$ cat src/lis_pkg.sv
package lis_pkg;

  localparam int MAX_LEN      = 1024;
  localparam int SAMPLE_WIDTH = 32;
  localparam int ADDR_W       = (MAX_LEN > 1) ? $clog2(MAX_LEN) : 1;
  localparam int LEN_W        = 11;

  // controller -> datapath
  typedef struct packed {
    logic capture;   // latch the incoming beat, start the first search read
    logic search;    // advance the binary search by one step
    logic commit;    // apply the table/length update
    logic out_load;  // load the result register
  } lis_cmd_t;

  // datapath -> controller
  typedef struct packed {
    logic start;     // new sequence (first flag or empty table)
    logic below;     // sample below the first tail
    logic above;     // sample above the last tail
    logic found;     // search range already a single entry
    logic done;      // this search step closes the range
  } lis_status_t;

endpackage

$ cat src/lis_ctrl.sv
module lis_ctrl (
  input  logic                 clk,
  input  logic                 rst,
  input  logic                 in_valid,
  output logic                 in_ready,
  output logic                 out_valid,
  input  logic                 out_ready,
  input  lis_pkg::lis_status_t status,
  output lis_pkg::lis_cmd_t    cmd
);
  import lis_pkg::*;

  typedef enum logic [1:0] {
    S_IDLE,
    S_DECIDE,
    S_SEARCH,
    S_OUT
  } state_t;

  state_t state;
  state_t state_next;
  logic   resolved;

  assign resolved = status.start || status.below || status.above || status.found;
  assign in_ready = (state == S_IDLE);

  always_comb begin
    state_next   = state;
    cmd          = '0;
    unique case (state)
      S_IDLE: begin
        if (in_valid) begin
          cmd.capture = 1'b1;
          state_next  = S_DECIDE;
        end
      end
      S_DECIDE: begin
        if (resolved) begin
          cmd.commit = 1'b1;
          state_next = S_OUT;
        end else begin
          state_next = S_SEARCH;
        end
      end
      S_SEARCH: begin
        cmd.search = 1'b1;
        if (status.done) begin
          cmd.commit = 1'b1;
          state_next = S_OUT;
        end
      end
      S_OUT: begin
        if (!out_valid || out_ready) begin
          cmd.out_load = 1'b1;
          state_next   = S_IDLE;
        end
      end
      default: state_next = S_IDLE;
    endcase
  end

  always_ff @(posedge clk) begin
    if (rst) begin
      state     <= S_IDLE;
      out_valid <= 1'b0;
    end else begin
      state <= state_next;
      if (cmd.out_load) begin
        out_valid <= 1'b1;
      end else if (out_ready) begin
        out_valid <= 1'b0;
      end
    end
  end

  a_one_cmd: assert property (@(posedge clk) disable iff (rst)
    $onehot0({cmd.capture, cmd.search, cmd.out_load}))
    else $error("conflicting datapath commands");

  a_commit_then_out: assert property (@(posedge clk) disable iff (rst)
    cmd.commit |=> state == S_OUT)
    else $error("commit not followed by result load");

  a_no_accept_busy: assert property (@(posedge clk) disable iff (rst)
    cmd.capture |=> !in_ready)
    else $error("second beat taken while busy");

endmodule

$ cat config.mk
export PLATFORM = sky130hd
export DESIGN_NAME = lis_ctrl
export DESIGN_NICKNAME = d
export VERILOG_FILES = /design/src/lis_pkg.sv /design/src/lis_ctrl.sv
export SDC_FILE = /design/constraint.sdc
export NUM_CORES = 1
export LEC_CHECK = 0
export BUFFER_PORTS_ARGS = -buffer_cell sky130_fd_sc_hd__buf_2
export CAP_MARGIN = 25
export CORE_AREA = 2 2 39 41
export DETAILED_ROUTE_END_ITERATION = 8
export DIE_AREA = 0 0 41 43
export PLACE_DENSITY = 0.52
export SYNTH_ARGS = -nofsm -noshare
export SYNTH_HDL_FRONTEND = slang
export SYNTH_SLANG_ARGS = --single-unit
$ cat constraint.sdc
create_clock -name clk -period 1.91 [get_ports clk]
set_input_delay 0.4775 -clock clk [delete_from_list [all_inputs] [get_ports clk]]
set_output_delay 0.4775 -clock clk [all_outputs]
set_load 0.01 [all_outputs]
== Word-level counts from Yosys, hierarchy flattened ==
Cells that the tools add are included.
Cells by class
  reductions and logical operators: 8
  eq/ne operators: 6
  muxes and demuxes: 15
Operators with widths (number)
  $mux 1: 10
  $pmux 2 s4: 1
  $mux 2: 3
  $ne 2x2->1 const B: 3
  $eq 2x2->1 const B: 2
  $logic_or 1x1->1: 4
  $reduce_and 3->1: 1
  $eq 2x1->1 const B: 1
  $logic_not 2->1: 1
  $pmux 1 s2: 1
  $reduce_bool 2->1: 1
  $logic_not 1->1: 1
Storage, ports and cells
  flip-flop bits (word level): 3
  logic and storage cells: 31

== Longest topological paths before layout ==
  word-level depth: 5
  depth in mapped cells: 5
  depth with buffers taken out: 5

== Worst setup path before layout ==
No wires, ideal clock.
  path type: input to output
  from: input port status[3] in the netlist's numbering
  to: output port cmd[1] in the netlist's numbering
  arrival: 1.251 ns
  cell stages on the path: 3
  path slack: 0.182 ns
  cells stage by stage: or4_4 a22oi_1 nor2b_1
RTL lines
  from (decl): line lis_ctrl.sv:8  | input lis_pkg::lis_status_t status,
  to (decl): line lis_ctrl.sv:9  | output lis_pkg::lis_cmd_t cmd

==> impl_metrics.tcl <==
set metrics [dict create \
    yosys.area.top_type "ha_1" \
    wl_per_cell_um 8.69 \
    clkTransAtPathRegs_ps 40 \
    ctsHtreeMaxLevel 1 \
    drv_cap 0 \
    cp.required_ps 1430 \
    finalSetupViolations 0 \
    hpwl_um 483 \
    cellPowerDensity_nw_per_um2 1240 \
    cts_num_sinks 3 \
    syn_nets 43 \
    top_usage_layer "met2" \
    ff2ff_setup_slack_ps 310 \
    ys_types 17 \
    fillers 150 \
    pre_cts_ws_ps -8.53 \
    ys_ff_latch 3 \
    critPathKind "input port to output port" \
    area_growth_pct 47.6 \
    cts_setup_buffers 0 \
    ys_warn_count 0 \
    peakVddDrop_v 0.000470 \
    slowest_delay_ps 530 \
    place.gp.congestion 0.604 \
    outcome "finished, final reports clean" \
    met1_usage 0.0735 \
    dr_total_vias 269 \
    nNetsFinal 63 \
    port_buffers 14 \
    rows 14 \
    cts_root_buf "clkbuf_4" \
    design_area_um2 419 \
    drt_iter0_drc 3 \
    final_core_util 0.303 \
    placed_area_um2 382 \
    io_pins 15 \
    grt_pass1_wl_um 793 \
    worst_slew_pin_slew_ps 373 \
    antenna_cells 0 \
    yosys-top-cells-area "ha_1 22%, dfxtp_1 21%, nor2b_1 11%" \
    yosysSeqAreaShare 0.211 \
    vias_per_cell 4.20 \
    overflow 0 \
    clock.fmax_mhz 530 \
    die_h_um 43 \
    hold_class "input port to register" \
    netlist_area_um2 284 \
    path_buf_inv 2 \
    cts_buffers 3 \
    slew_violations 0 \
    grt_use_met2 0.100 \
    cts_buffer_depth 2 \
    drt-pass1-iter-count 2 \
    cp_max_fo 2 \
    clock_latency_ps 230 \
    die_w_um 41 \
    post-route-period-util 0.987 \
    crit_chain "buf_6 -> or4_4 -> a22oi_2 -> nor2b_1 -> buf_2" \
    cts_tree "done" \
    initial_core_util 0.205 \
    finalCriticalPeriod_ps 1890 \
    setup_ws_ps 24.2 \
    grt_start_max_net_pins 6 \
    cp_top_family "simple AND/OR/NAND/NOR gates" \
    startpoint_type "input port" \
    core_area_um2 1380 \
    critPathCaptureType "output port" \
    leakagePower_nw 0.200 \
    synth_cells 29 \
    hold_viol 0 \
    drc 0 \
    grt_pass1_vias 234 \
    avgSynthCellArea_um2 9.79 \
    clock_skew_ps 0.0907 \
    critical_path.slowest_cell "or4_4" \
    routed_wl_um 556 \
    postRouteAntennaNets 0 \
    use_met3 0.0157 \
    max_slew_margin 0.751 \
    yosys.area.top_type_share 0.220 \
    track_usage 0.0671 \
    drive_gt1_frac 0.458 \
    arrival_ps 1410 \
    antenna_found_initial 0 \
    hold_slack_ps 445 \
    dieArea_um2 1760 \
    setup_tns_ps 0 \
    rsz0062_at_grt "true" \
]
[sequential cells by signal, summed over array words and instances, names as in the netlist]
register,cells
out_valid,1
state,2
[worst reg2reg max path: cells and delay by family, from the launching register on]
kind                     cells  cell delay [ps]
buffers and inverters        1              110
AO/OA/AOI/OAI                1              260
adder cells (fa/ha/maj)      1              230
flip-flops                   1              370
AND/OR/NAND/NOR              2              550
[area by class of cell]
class	count	area, um2	area share
clock buffers	4	26.3	0.0627
inverters	2	7.51	0.0179
multi-input cells	24	221	0.528
flip-flops and latches	3	60.1	0.143
well taps	16	20.0	0.0478
repair buffers	15	83.8	0.200
[placed cells by master (no fill, tap or decap)]
master | netlist | layout
buf_2 | 0 | 13
nor2b_1 | 5 | 5
ha_1 | 5 | 5
clkbuf_4 | 0 | 3
dfxtp_1 | 3 | 3
inv_1 | 2 | 2
nor2_1 | 2 | 2
or4_4 | 1 | 1
a22oi_2 | 0 | 1
and2_1 | 1 | 1
and3b_1 | 1 | 1
or3_1 | 1 | 1
a21oi_1 | 1 | 1
a2111oi_4 | 1 | 1
nand2b_1 | 1 | 1
o32ai_1 | 1 | 1
nor4b_1 | 1 | 1
o31a_1 | 1 | 1
o21ba_2 | 1 | 1
clkbuf_1 | 0 | 1
buf_6 | 0 | 1
buf_4 | 0 | 1
[Yosys cell counts]
master	instances
nor2_1	2
dfxtp_1	3
a22oi_1	1
nor4b_1	1
a21oi_1	1
inv_1	2
or4_4	1
o32ai_1	1
a2111oi_4	1
and3b_1	1
o21ba_2	1
ha_1	5
nor2b_1	5
or3_1	1
and2_1	1
nand2b_1	1
o31a_1	1
[where the power goes]
group / switching (W) / internal, W / total (W)
clock network: 0.0000308 / 0.0000782 / 0.000109
logic: 0.000143 / 0.000159 / 0.000302
registers: 0.0000222 / 0.0000845 / 0.000107
[path summary, 6_finish.rpt]
check,start,endpoint,cells after the start
setup / recovery,status[3],cmd[1],5
hold / removal,rst,out_valid,2
setup reg to reg,state[0],state[0],5
hold reg to reg,state[0],state[0],2
[cell families after synthesis]
family	count (synthesis)	synth area share
AO/OA/AOI/OAI	6	0.238
adder cells (fa/ha/maj)	5	0.220
buffers and inverters	2	0.0264
flip-flops	3	0.211
AND/OR/NAND/NOR	13	0.304
[metal layers]
metal,routed length (um),share of wire
met1,241,0.43
met2,260,0.47
met3,54,0.097
met4,0,0
met5,0,0
[metrics by stage]
step | instances | power, W
2_1_floorplan | 29 | 0.000326
3_3_place_gp | 60 | 0.000410
3_5_place_dp | 60 | 0.000407
4_1_cts | 64 | 0.000531
5_1_grt | 64 | 0.000569
6_report | 64 | 0.000518
[repair_timing]
item	CTS	global route
resized for setup	1	1
hold buffers	0	0
cloned	0	0
endpoints found under the setup margin	1	1
(Power assumes the default switching activity.)
